`config.mk`:
```
export PLATFORM = sky130hd
export DESIGN_NAME = srec_line_parser_unit
export DESIGN_NICKNAME = d
export VERILOG_FILES = /design/src/srec_lp_pkg.sv /design/src/srec_lp_step.sv /design/src/srec_line_parser_unit.sv
export SDC_FILE = /design/constraint.sdc
export NUM_CORES = 1
export LEC_CHECK = 0
export ABC_AREA = 1
export BUFFER_PORTS_ARGS = -buffer_cell sky130_fd_sc_hd__buf_2
export CELL_PAD_IN_SITES_DETAIL_PLACEMENT = 1
export CELL_PAD_IN_SITES_GLOBAL_PLACEMENT = 2
export CORE_MARGIN = 4
export CORE_UTILIZATION = 39
export CTS_CLUSTER_SIZE = 10
export DETAILED_ROUTE_END_ITERATION = 8
export PLACE_DENSITY_LB_ADDON = 0.1
export SYNTH_ARGS = -nofsm -noshare
export SYNTH_HDL_FRONTEND = slang
export SYNTH_SLANG_ARGS = --single-unit
export TNS_END_PERCENT = 5
```
`constraint.sdc`:
```
create_clock -name clk -period 7.2 [get_ports clk]
set_input_delay 1.44 -clock clk [delete_from_list [all_inputs] [get_ports clk]]
set_output_delay 1.44 -clock clk [all_outputs]
set_load 0.01 [all_outputs]
```
`src/srec_lp_pkg.sv`:
```
// ---------------------------------------------------------------------------
// srec_lp_pkg
// shared types, codes and the hex nibble decode for the s-record line parser
// ---------------------------------------------------------------------------
`default_nettype none

package srec_lp_pkg;

  localparam int unsigned POS_W = 10;
  localparam logic [POS_W-1:0] POS_MAX = 10'd1023;

  localparam logic [7:0] CHR_S    = 8'h53;
  localparam logic [7:0] CHR_0    = 8'h30;
  localparam logic [7:0] CHR_1    = 8'h31;
  localparam logic [7:0] CHR_5    = 8'h35;
  localparam logic [7:0] CHR_9    = 8'h39;
  localparam logic [7:0] CHR_LA   = 8'h61;
  localparam logic [7:0] CHR_LF   = 8'h66;
  localparam logic [7:0] CHR_UA   = 8'h41;
  localparam logic [7:0] CHR_UF   = 8'h46;
  localparam logic [7:0] LA_BIAS  = 8'h57;
  localparam logic [7:0] UA_BIAS  = 8'h37;

  localparam logic [1:0] KIND_DATA   = 2'd0;
  localparam logic [1:0] KIND_HEADER = 2'd1;
  localparam logic [1:0] KIND_STATUS = 2'd2;

  localparam logic [2:0] ST_OK        = 3'd0;
  localparam logic [2:0] ST_NO_S      = 3'd1;
  localparam logic [2:0] ST_BAD_CKSUM = 3'd2;
  localparam logic [2:0] ST_BAD_TYPE  = 3'd3;
  localparam logic [2:0] ST_BAD_LEN   = 3'd4;

  typedef struct packed {
    logic [POS_W-1:0] pos;
    logic [3:0]       type_digit;
    logic [7:0]       byte_total;
    logic [7:0]       bytes_left;
    logic [7:0]       running_sum;
    logic [3:0]       high_nibble;
    logic [15:0]      rec_addr;
    logic [7:0]       payload_offset;
    logic [2:0]       err;
    logic             cksum_seen;
  } line_state_t;

  typedef struct packed {
    logic [1:0]  kind;
    logic [15:0] byte_address;
    logic [7:0]  byte_value;
    logic [2:0]  status;
    logic [3:0]  record_type;
  } result_t;

  function automatic logic [3:0] nibble_of(input logic [7:0] c);
    logic [7:0] diff;
    begin
      if (c >= CHR_0 && c <= CHR_9) begin
        diff = c - CHR_0;
      end else if (c >= CHR_LA && c <= CHR_LF) begin
        diff = c - LA_BIAS;
      end else if (c >= CHR_UA && c <= CHR_UF) begin
        diff = c - UA_BIAS;
      end else begin
        diff = c;
      end
      nibble_of = diff[3:0];
    end
  endfunction

endpackage

`default_nettype wire

```
`src/srec_lp_step.sv`:
```
// ---------------------------------------------------------------------------
// srec_lp_step
// one character of line decode: next line state and optional result
// ---------------------------------------------------------------------------
`default_nettype none

module srec_lp_step
  import srec_lp_pkg::*;
(
  input  wire line_state_t state_i,
  input  wire logic [7:0]  char_code,
  input  wire logic        line_end,
  output line_state_t      state_nxt,
  output logic             emit,
  output result_t          res
);

  logic [3:0] nib;
  logic [7:0] b;
  logic [7:0] idx;
  logic       type_ok;

  assign nib     = nibble_of(char_code);
  assign b       = {state_i.high_nibble, nib};
  assign idx     = state_i.byte_total - state_i.bytes_left;
  assign type_ok = (char_code == CHR_0) || (char_code == CHR_1) ||
                   (char_code == CHR_5) || (char_code == CHR_9);

  always_comb begin
    state_nxt = state_i;
    emit      = 1'b0;
    res       = '0;
    if (line_end) begin
      emit            = 1'b1;
      res.kind        = KIND_STATUS;
      res.record_type = state_i.type_digit;
      if (state_i.pos == '0 || state_i.err == ST_NO_S) begin
        res.status = ST_NO_S;
      end else if (!state_i.cksum_seen || state_i.byte_total < 8'd3) begin
        res.status = ST_BAD_LEN;
      end else begin
        res.status = state_i.err;
      end
      state_nxt = '0;
    end else begin
      if (state_i.pos == '0) begin
        if (char_code != CHR_S) begin
          state_nxt.err = ST_NO_S;
        end
      end else if (state_i.pos == POS_W'(1)) begin
        state_nxt.type_digit = nib;
        if (!type_ok && state_i.err == ST_OK) begin
          state_nxt.err = ST_BAD_TYPE;
        end
      end else if (state_i.pos < POS_W'(4) || state_i.bytes_left != 8'd0) begin
        if (!state_i.pos[0]) begin
          state_nxt.high_nibble = nib;
        end else if (state_i.pos == POS_W'(3)) begin
          state_nxt.byte_total     = b;
          state_nxt.bytes_left     = b;
          state_nxt.running_sum    = b;
          state_nxt.payload_offset = 8'd0;
        end else if (state_i.bytes_left == 8'd1) begin
          state_nxt.cksum_seen = 1'b1;
          state_nxt.bytes_left = 8'd0;
          if (b != ~state_i.running_sum &&
              (state_i.err == ST_OK || state_i.err == ST_BAD_TYPE)) begin
            state_nxt.err = ST_BAD_CKSUM;
          end
        end else begin
          state_nxt.running_sum = state_i.running_sum + b;
          state_nxt.bytes_left  = state_i.bytes_left - 8'd1;
          if (idx == 8'd0) begin
            state_nxt.rec_addr = {b, 8'h00};
          end else if (idx == 8'd1) begin
            state_nxt.rec_addr = state_i.rec_addr | {8'h00, b};
          end else if (state_i.type_digit <= 4'd1 && state_i.err != ST_BAD_TYPE) begin
            emit             = 1'b1;
            res.kind         = (state_i.type_digit == 4'd0) ? KIND_HEADER : KIND_DATA;
            res.byte_address = state_i.rec_addr + {8'h00, state_i.payload_offset};
            res.byte_value   = b;
            res.status       = ST_OK;
            res.record_type  = state_i.type_digit;
            state_nxt.payload_offset = state_i.payload_offset + 8'd1;
          end
        end
      end
      if (state_i.pos != POS_MAX) begin
        state_nxt.pos = state_i.pos + POS_W'(1);
      end
    end
  end

endmodule

`default_nettype wire

```
`src/srec_line_parser_unit.sv`:
```
// ---------------------------------------------------------------------------
// srec_line_parser_unit
// streaming motorola s-record line parser, one character per transaction
// ---------------------------------------------------------------------------
// The in_ channel carries one ASCII character per transaction in in_tdata;
// in_tlast marks end of line (the character is then ignored) and asks for
// the line status. The out_ channel gives S0/S1 payload bytes with their
// address as each hex pair completes, and one status transaction per line
// end; out_tuser holds the kind (data, header, status).
// A transaction is registered on entry, decoded combinationally against the
// line state and registered again on exit. One character is taken every
// cycle while the receiver does not stall; the decode and the state update
// form a combinational loop through the line state register.
// When the receiver stalls, the result register holds and the input
// register fills; in_tready then drops until out_tready returns.
// Synchronous reset (rst_n low) empties both registers and clears the
// line state, as does every end of line.
// ---------------------------------------------------------------------------
`default_nettype none

module srec_line_parser_unit
  import srec_lp_pkg::*;
(
  input  wire logic        clk,
  input  wire logic        rst_n,
  input  wire logic        in_tvalid,
  output logic             in_tready,
  input  wire logic [7:0]  in_tdata,   // [7:0] char_code
  input  wire logic        in_tlast,   // line_end
  output logic             out_tvalid,
  input  wire logic        out_tready,
  output logic [31:0]      out_tdata,  // [15:0] byte_address, [23:16] byte_value,
                                       // [26:24] status, [30:27] record_type
  output logic [1:0]       out_tuser   // [1:0] kind
);

  logic        in_valid_r;
  logic [7:0]  in_char_r;
  logic        in_last_r;
  line_state_t state_r;
  line_state_t state_nxt;
  logic        out_valid_r;
  result_t     out_res_r;
  logic        step_emit;
  result_t     step_res;
  logic        advance;
  logic        in_take;

  assign advance   = in_valid_r && (!out_valid_r || out_tready);
  assign in_tready = !in_valid_r || advance;
  assign in_take   = in_tvalid && in_tready;

  srec_lp_step u_step (
    .state_i   (state_r),
    .char_code (in_char_r),
    .line_end  (in_last_r),
    .state_nxt (state_nxt),
    .emit      (step_emit),
    .res       (step_res)
  );

  always_ff @(posedge clk) begin
    if (!rst_n) begin
      in_valid_r  <= 1'b0;
      out_valid_r <= 1'b0;
      state_r     <= '0;
    end else begin
      if (in_take) begin
        in_valid_r <= 1'b1;
      end else if (advance) begin
        in_valid_r <= 1'b0;
      end
      if (advance) begin
        out_valid_r <= step_emit;
        state_r     <= state_nxt;
      end else if (out_tready) begin
        out_valid_r <= 1'b0;
      end
    end
  end

  always_ff @(posedge clk) begin
    if (in_take) begin
      in_char_r <= in_tdata;
      in_last_r <= in_tlast;
    end
    if (advance) begin
      out_res_r <= step_res;
    end
  end

  assign out_tvalid = out_valid_r;
  assign out_tuser  = out_res_r.kind;
  assign out_tdata  = {1'b0, out_res_r.record_type, out_res_r.status,
                       out_res_r.byte_value, out_res_r.byte_address};

`ifndef SYNTHESIS
  a_status_payload_zero: assert property (@(posedge clk) disable iff (!rst_n)
    out_valid_r && out_res_r.kind == KIND_STATUS |->
      out_res_r.byte_address == 16'd0 && out_res_r.byte_value == 8'd0)
    else $error("status transaction carries payload");

  a_byte_status_ok: assert property (@(posedge clk) disable iff (!rst_n)
    out_valid_r && out_res_r.kind != KIND_STATUS |-> out_res_r.status == ST_OK)
    else $error("byte transaction carries a status");

  a_line_end_clears: assert property (@(posedge clk) disable iff (!rst_n)
    advance && in_last_r |=> state_r == '0 && out_valid_r)
    else $error("line end did not clear state or give a status");
`endif

endmodule

`default_nettype wire
```
## Word-level counts from Yosys, hierarchy flattened

Index checks and enable logic that the tools add are counted.
W data, S select, Z words.

| cells by class | value |
|---|---|
| bitwise logic cells | 5 |
| $add $sub $neg | 9 |
| order comparisons | 9 |
| multiplexer cells | 60 |
| reduce and logical (&&, ||, !) cells | 51 |
| eq/ne operators | 25 |

Operators by type and width:

| cell | count |
|---|---|
| $mux W33 | 9 |
| $mux W56 | 2 |
| $mux W70 | 1 |
| $mux W16 | 4 |
| $mux W8 | 7 |
| $mux W52 | 1 |
| $mux W24 | 2 |
| $eq A8 B6 Y1 const B | 4 |
| $mux W28 | 1 |
| $mux W4 | 7 |
| $mux W3 | 7 |
| $mux W1 | 17 |
| $add A16 B8 Y16 | 1 |
| $eq A8 B1 Y1 const B | 2 |
| $ge A8 B7 Y1 const B | 2 |
| $le A8 B7 Y1 const B | 2 |
| $or A16 B8 Y16 | 1 |
| $reduce_and A8 Y1 | 2 |
| $reduce_bool A2 Y1 | 8 |
| $reduce_bool A4 Y1 | 4 |
| $ne A3 B2 Y1 const B | 4 |
| $reduce_and A6 Y1 | 2 |
| $add A10 B1 Y10 const B | 1 |
| $eq A10 B1 Y1 const B | 1 |
| 40 further kinds | 67 |

| storage, ports and cells | value |
|---|---|
| bits in registers | 114 |
| input bits | 13 |
| output and inout port bits | 36 |

## Logic depth before layout (Yosys ltp)

| depth | value |
|---|---|
| depth in word-level cells | 15 |
| gate-level depth with buffers | 21 |
| depth with buffers taken out | 21 |

## Hierarchy

A second synthesis with hierarchy kept.

| unflattened totals | value |
|---|---|
| cell total of the unflattened synthesis | 1171 |
| area, all modules | 8050.2 um^2 |

Modules (own cells, without submodules):

| module | instances | seq. area each (um^2) | cells each | area an instance (um^2) |
|---|---|---|---|---|
| srec_line_parser_unit | 1 | 2702.6 | 516 | 4484.3 |
| srec_lp_step | 1 | 0.0 | 655 | 3565.9 |

## Worst setup path after synthesis

No wires, ideal clock.

| timing path | value |
|---|---|
| path kind | input -> register |
| start | input out_tready |
| end | register state_r[22] in the netlist's numbering |
| arrival time | 3.307 ns |
| setup time | 0.115 ns |
| path buffers | 1 |
| path slack | 3.777 ns |
| data required time | 7.085 ns |
| stages on the path | 12 |
| path through | inv_1 > nand2_1 > nand2_1 > inv_1 > nand2_1 > a21oi_2 > nand3_2 > nor2_4 > nand2_4 > nand2_2 > buf_6 > o21ai_2 |

| on the way | value |
|---|---|
| word-level cells in the longest chain between the ends | 3 |

RTL lines:

| element | RTL line | text |
|---|---|---|
| start: declaration | srec_line_parser_unit.sv:31 | `input wire logic out_tready,` |
| $logic_or A1 B1 Y1 | srec_line_parser_unit.sv:49 | `assign advance = in_valid_r && (!out_valid_r \|\| out_tready);` |
| $logic_and A1 B1 Y1 | srec_line_parser_unit.sv:49 |  |
| net advance | srec_line_parser_unit.sv:46 | `logic advance;` |
| $reduce_and A8 Y1 (no source line) | - |  |
| end signal: assignment | srec_line_parser_unit.sv:75 | `state_r <= state_nxt;` |
| end: declaration | srec_line_parser_unit.sv:40 | `line_state_t state_r;` |

The timed path passes the listed nets, and every way through them passes these cells.
A chain may end at the register's enable or synchronous reset.

## Final worst setup path

| timing path | value |
|---|---|
| start | register in_char_r[1] |
| end | register state_r[38] in the netlist's numbering |

| on the way | value |
|---|---|
| word-level cells in the longest chain between the ends | 13 |
| elaborated cells between the ends (all ways) | 23 |
| those cells by class | add/sub (4); order compare (6); mux (10); reduce/logical (3) |

RTL lines:

| element | RTL line | text |
|---|---|---|
| start: declaration | srec_line_parser_unit.sv:38 | `logic [7:0] in_char_r;` |
| start signal: assignment | srec_line_parser_unit.sv:84 | `in_char_r <= in_tdata;` |
| $ge A8 B7 Y1 or $le A8 B7 Y1 (tied branches) | srec_lp_pkg.sv:62 | `end else if (c >= CHR_UA && c <= CHR_UF) begin` |
| $logic_and A1 B1 Y1 | srec_lp_pkg.sv:62 |  |
| $mux W4 | srec_lp_pkg.sv:62 |  |
| $mux W4 | srec_lp_pkg.sv:60 | `end else if (c >= CHR_LA && c <= CHR_LF) begin` |
| $mux W4 (*) | srec_lp_pkg.sv:58 | `if (c >= CHR_0 && c <= CHR_9) begin` |
| net u_step.b[0] | srec_lp_step.sv:19 | `logic [7:0] b;` |
| $add A8 B8 Y8 (*) | srec_lp_step.sv:71 | `state_nxt.running_sum = state_i.running_sum + b;` |
| $mux W8 (*) | srec_lp_step.sv:63 | `end else if (state_i.bytes_left == 8'd1) begin` |
| $mux W16 (*) | srec_lp_step.sv:58 | `end else if (state_i.pos == POS_W'(3)) begin` |
| $mux W24 (*) | srec_lp_step.sv:56 | `if (!state_i.pos[0]) begin` |
| $mux W56 (*) | srec_lp_step.sv:55 | `end else if (state_i.pos < POS_W'(4) \|\| state_i.bytes_left != 8'd0) begin` |
| $mux W52 (*) | srec_lp_step.sv:50 | `end else if (state_i.pos == POS_W'(1)) begin` |
| $mux W56 (*) | srec_lp_step.sv:46 | `if (state_i.pos == '0) begin` |
| $mux W70 (*) | srec_lp_step.sv:33 | `if (line_end) begin` |

Mark *: on every way through the listed nets, which the timed path passes. The rest lies on a longest branch. The select of a mux whose other input is x is not followed.

==> flow_metrics.env <==
export IMPL_run_status="finished, final reports clean"
export IMPL_cts_setup_buffers=0
export IMPL_p_sw_mw=0.465
export IMPL_drive_above_1_share_pct=13.7
export IMPL_clock_sinks=113
export IMPL_crit_path_max_fanout=6
export IMPL_period_share_pct=46.0
export IMPL_cp_startpoint="in_char_r[1]"
export IMPL_fin_cells=1097
export IMPL_arrival_ns=3.66
export IMPL_yosys_area_top_type="dfxtp_1"
export IMPL_setup_viol=0
export IMPL_num_rows=46
export IMPL_cts_root_buf="clkbuf_16"
export IMPL_rsz0062_at_grt="false"
export IMPL_synth_cell_type_count=45
export IMPL_synth_top_cell_area_share_pct=22.1
export IMPL_die_w_um=136
export IMPL_hold_violations=0
export IMPL_yosysMostFrequentCell="nand2_1"
export IMPL_ant_nets=0
export IMPL_finClkSkew_ns=0.00632
export IMPL_numCtsBuffers=17
export IMPL_fmax_ghz=0.302
export IMPL_synth_ff_type="dfxtp_1"
export IMPL_grt_antenna_before_repair=0
export IMPL_synth_compound_area_share_pct=13.6
export IMPL_cts_tree="yes"
export IMPL_yosys_warnings=0
export IMPL_core_area_sq_um=16000
export IMPL_syn_to_final_growth_pct=14.6
export IMPL_worst_setup_path_type="register to register"
export IMPL_drv_slew=0
export IMPL_dpl_cell_count=1065
export IMPL_ys_seq_area_share_pct=41.7
export IMPL_p_sw_share_pct=28.2
export IMPL_synth_area_leaders="dfxtp_1 (22%), edfxtp_1 (20%), nand2_1 (9.4%)"
export IMPL_worstPathRequired_ns=7.54
export IMPL_grt_pass1_vias=5743
export IMPL_io_pins=49
export IMPL_tns_ns=0
export IMPL_slew_headroom_pct=30.0
export IMPL_die_y_um=136
export IMPL_cts_resized=0
export IMPL_p_clk_share_pct=44.4
export IMPL_grt_ovfl_total=0
export IMPL_seqPwrFrac_pct=42.6
export IMPL_hp_class="register to register"
export IMPL_clockBufferDepth=2
export IMPL_min_from="state_r[14]"
export IMPL_internal_power_mw=1.18
export IMPL_yosys_top_cells_count="nand2_1 (161), inv_1 (109), a21oi_1 (79), dfxtp_1 (71), nand3_1 (62)"
export IMPL_p_leak_nw=3.09
export IMPL_routedWlPerCell_um=16.3
export IMPL_cap_violations=0
export IMPL_pwr_share_comb_pct=13.0
export IMPL_dp_slack_ns=3.87
export IMPL_synthAdderAreaFrac_pct=7.94
export IMPL_critPathCaptureType="register"
export IMPL_initial_utilization_pct=40.2
export IMPL_dieArea_sq_um=18600
export IMPL_insertion_delay_ns=0.41
export IMPL_syn_nets=868
export IMPL_syn_instance_count=816
export IMPL_fin_util_pct=46.0
export IMPL_via_count=5566
export IMPL_synth_edf_count=42
export IMPL_cts_clk_slew_worst_paths_ns=0.05
export IMPL_async_flop_share_pct=0
export IMPL_ys_ff_latch=113
export IMPL_critPathLaunchType="register"
export IMPL_min_period_ns=3.31
export IMPL_power_density_nw_per_um2=224
export IMPL_finalWorstSetupSlack_ns=3.89
export IMPL_muxShareOfSynthArea_pct=0
export IMPL_io_buffers=47
export IMPL_dr_pass1_iters=4
export IMPL_drc=0
export IMPL_syn_area_per_cell_sq_um=7.88
export IMPL_drt_iter0_markers=226
export IMPL_synth_top_family_by_area="simple AND/OR/NAND/NOR gates"
export IMPL_synth_xor_area_share_pct=3.54
export IMPL_tightest_slew_ns=1.04
export IMPL_final_nets=920
export IMPL_htree_levels=4
export IMPL_wirelength_mm=17.9
export IMPL_grt_max_degree=36
export IMPL_post_drt_via_cell_ratio=5.07
export IMPL_peakVddDrop_mv=0.156
export IMPL_syn_area_sq_um=6430
export IMPL_grt_total_usage_pct=20.3
export IMPL_postCtsHoldBufs=0
export IMPL_fin_hold_ws_ns=0.465
export IMPL_antennaDiodeCount=0
export IMPL_dp_hpwl_mm=13.6
export IMPL_synthSimpleGateAreaFrac_pct=24.9
export IMPL_grt_pass1_wl_mm=29.6
export IMPL_r2r_start="in_char_r[1]"
export IMPL_gp_congestion=0.819
state kept, by name, summed over array words and instances, names as in the netlist:
register	flops
out_tuser	2
state_r	69
in_char_r	8
out_tvalid	1
in_last_r	1
in_valid_r	1
out_tdata	31
final timing paths:
check                endpoint  slack, ns  cells past startpoint
setup / recovery  state_r[38]       3.89                     21
hold / removal    state_r[14]       0.46                      2
setup reg to reg  state_r[38]       3.89                     21
hold reg to reg   state_r[14]       0.46                      2
critical path, stage by stage, from the launching register on:
cell,delay (ns)
edfxtp_1,0.43
inv_1,0.13
ha_1,0.15
inv_1,0.05
nand2_1,0.06
nor2_1,0.04
nor2_1,0.13
nand2_1,0.16
xor2_1,0.32
inv_1,0.17
ha_1,0.21
inv_1,0.11
fa_1,0.22
inv_1,0.06
nand3_1,0.06
nand2_1,0.08
a21oi_1,0.16
o21ai_0,0.12
or2_2,0.29
nand3_1,0.07
nand3_1,0.08
a21oi_1,0.15
metrics by stage:
stage               area (sq um)  power, mW
CTS                         7370       1.66
global route                7370       1.73
detailed placement          6860      0.930
global placement            6860      0.922
finish                      7370       1.65
floorplan                   6430      0.864
power groups by stage:
| stage | logic (mW) | clock network [mW] | registers, mW |
|---|---|---|---|
| 3_3_place_gp | 0.208 | 0 | 0.714 |
| 5_1_grt | 0.246 | 0.778 | 0.704 |
| 3_5_place_dp | 0.215 | 0 | 0.715 |
| 2_1_floorplan | 0.150 | 0 | 0.714 |
| 6_report | 0.215 | 0.731 | 0.702 |
| 4_1_cts | 0.217 | 0.744 | 0.702 |
cells in the final DEF (no fill, tap or decap), types with 8 or more instances in the layout:
master,count
nand4_1,14
nand3_1,62
xnor2_1,8
o21ai_0,39
nand2_2,9
clkbuf_16,17
nand2_1,161
edfxtp_1,42
nor3_1,19
buf_2,47
ha_1,36
a21oi_2,9
a21oi_1,79
nor2_1,60
xor2_1,18
dfxtp_1,71
inv_1,109
layout make-up:
type / count / area (sq um)
Clock buffer: 20 / 437
Clock inverter: 12 / 70.1
Fill cell: 2024 / 8630
Inverter: 116 / 435
Multi-Input combinational cell: 570 / 3210
Sequential cell: 113 / 2680
Tap cell: 216 / 270
Timing Repair Buffer: 50 / 258
routing by layer:
layer | GRT usage [%] | part of all wire, % | up-vias
met5 | 0 | 0 | -
met1 | 28.1 | 50 | 2649
met2 | 33.1 | 46 | 79
li1 | - | - | 2821
met4 | 5.71 | 1.2 | 0
met3 | 3.11 | 2.6 | 17
cells by family (layout without fill, tap and decap cells):
kind of cell,Yosys count,count (layout)
compound gates,154,154
flops,113,113
fa+ha+maj,39,39
other cells,1,1
xor+xnor,26,26
buf+inv,133,198
simple gates,350,350
Note: power is estimated with default switching activity, not from simulation.
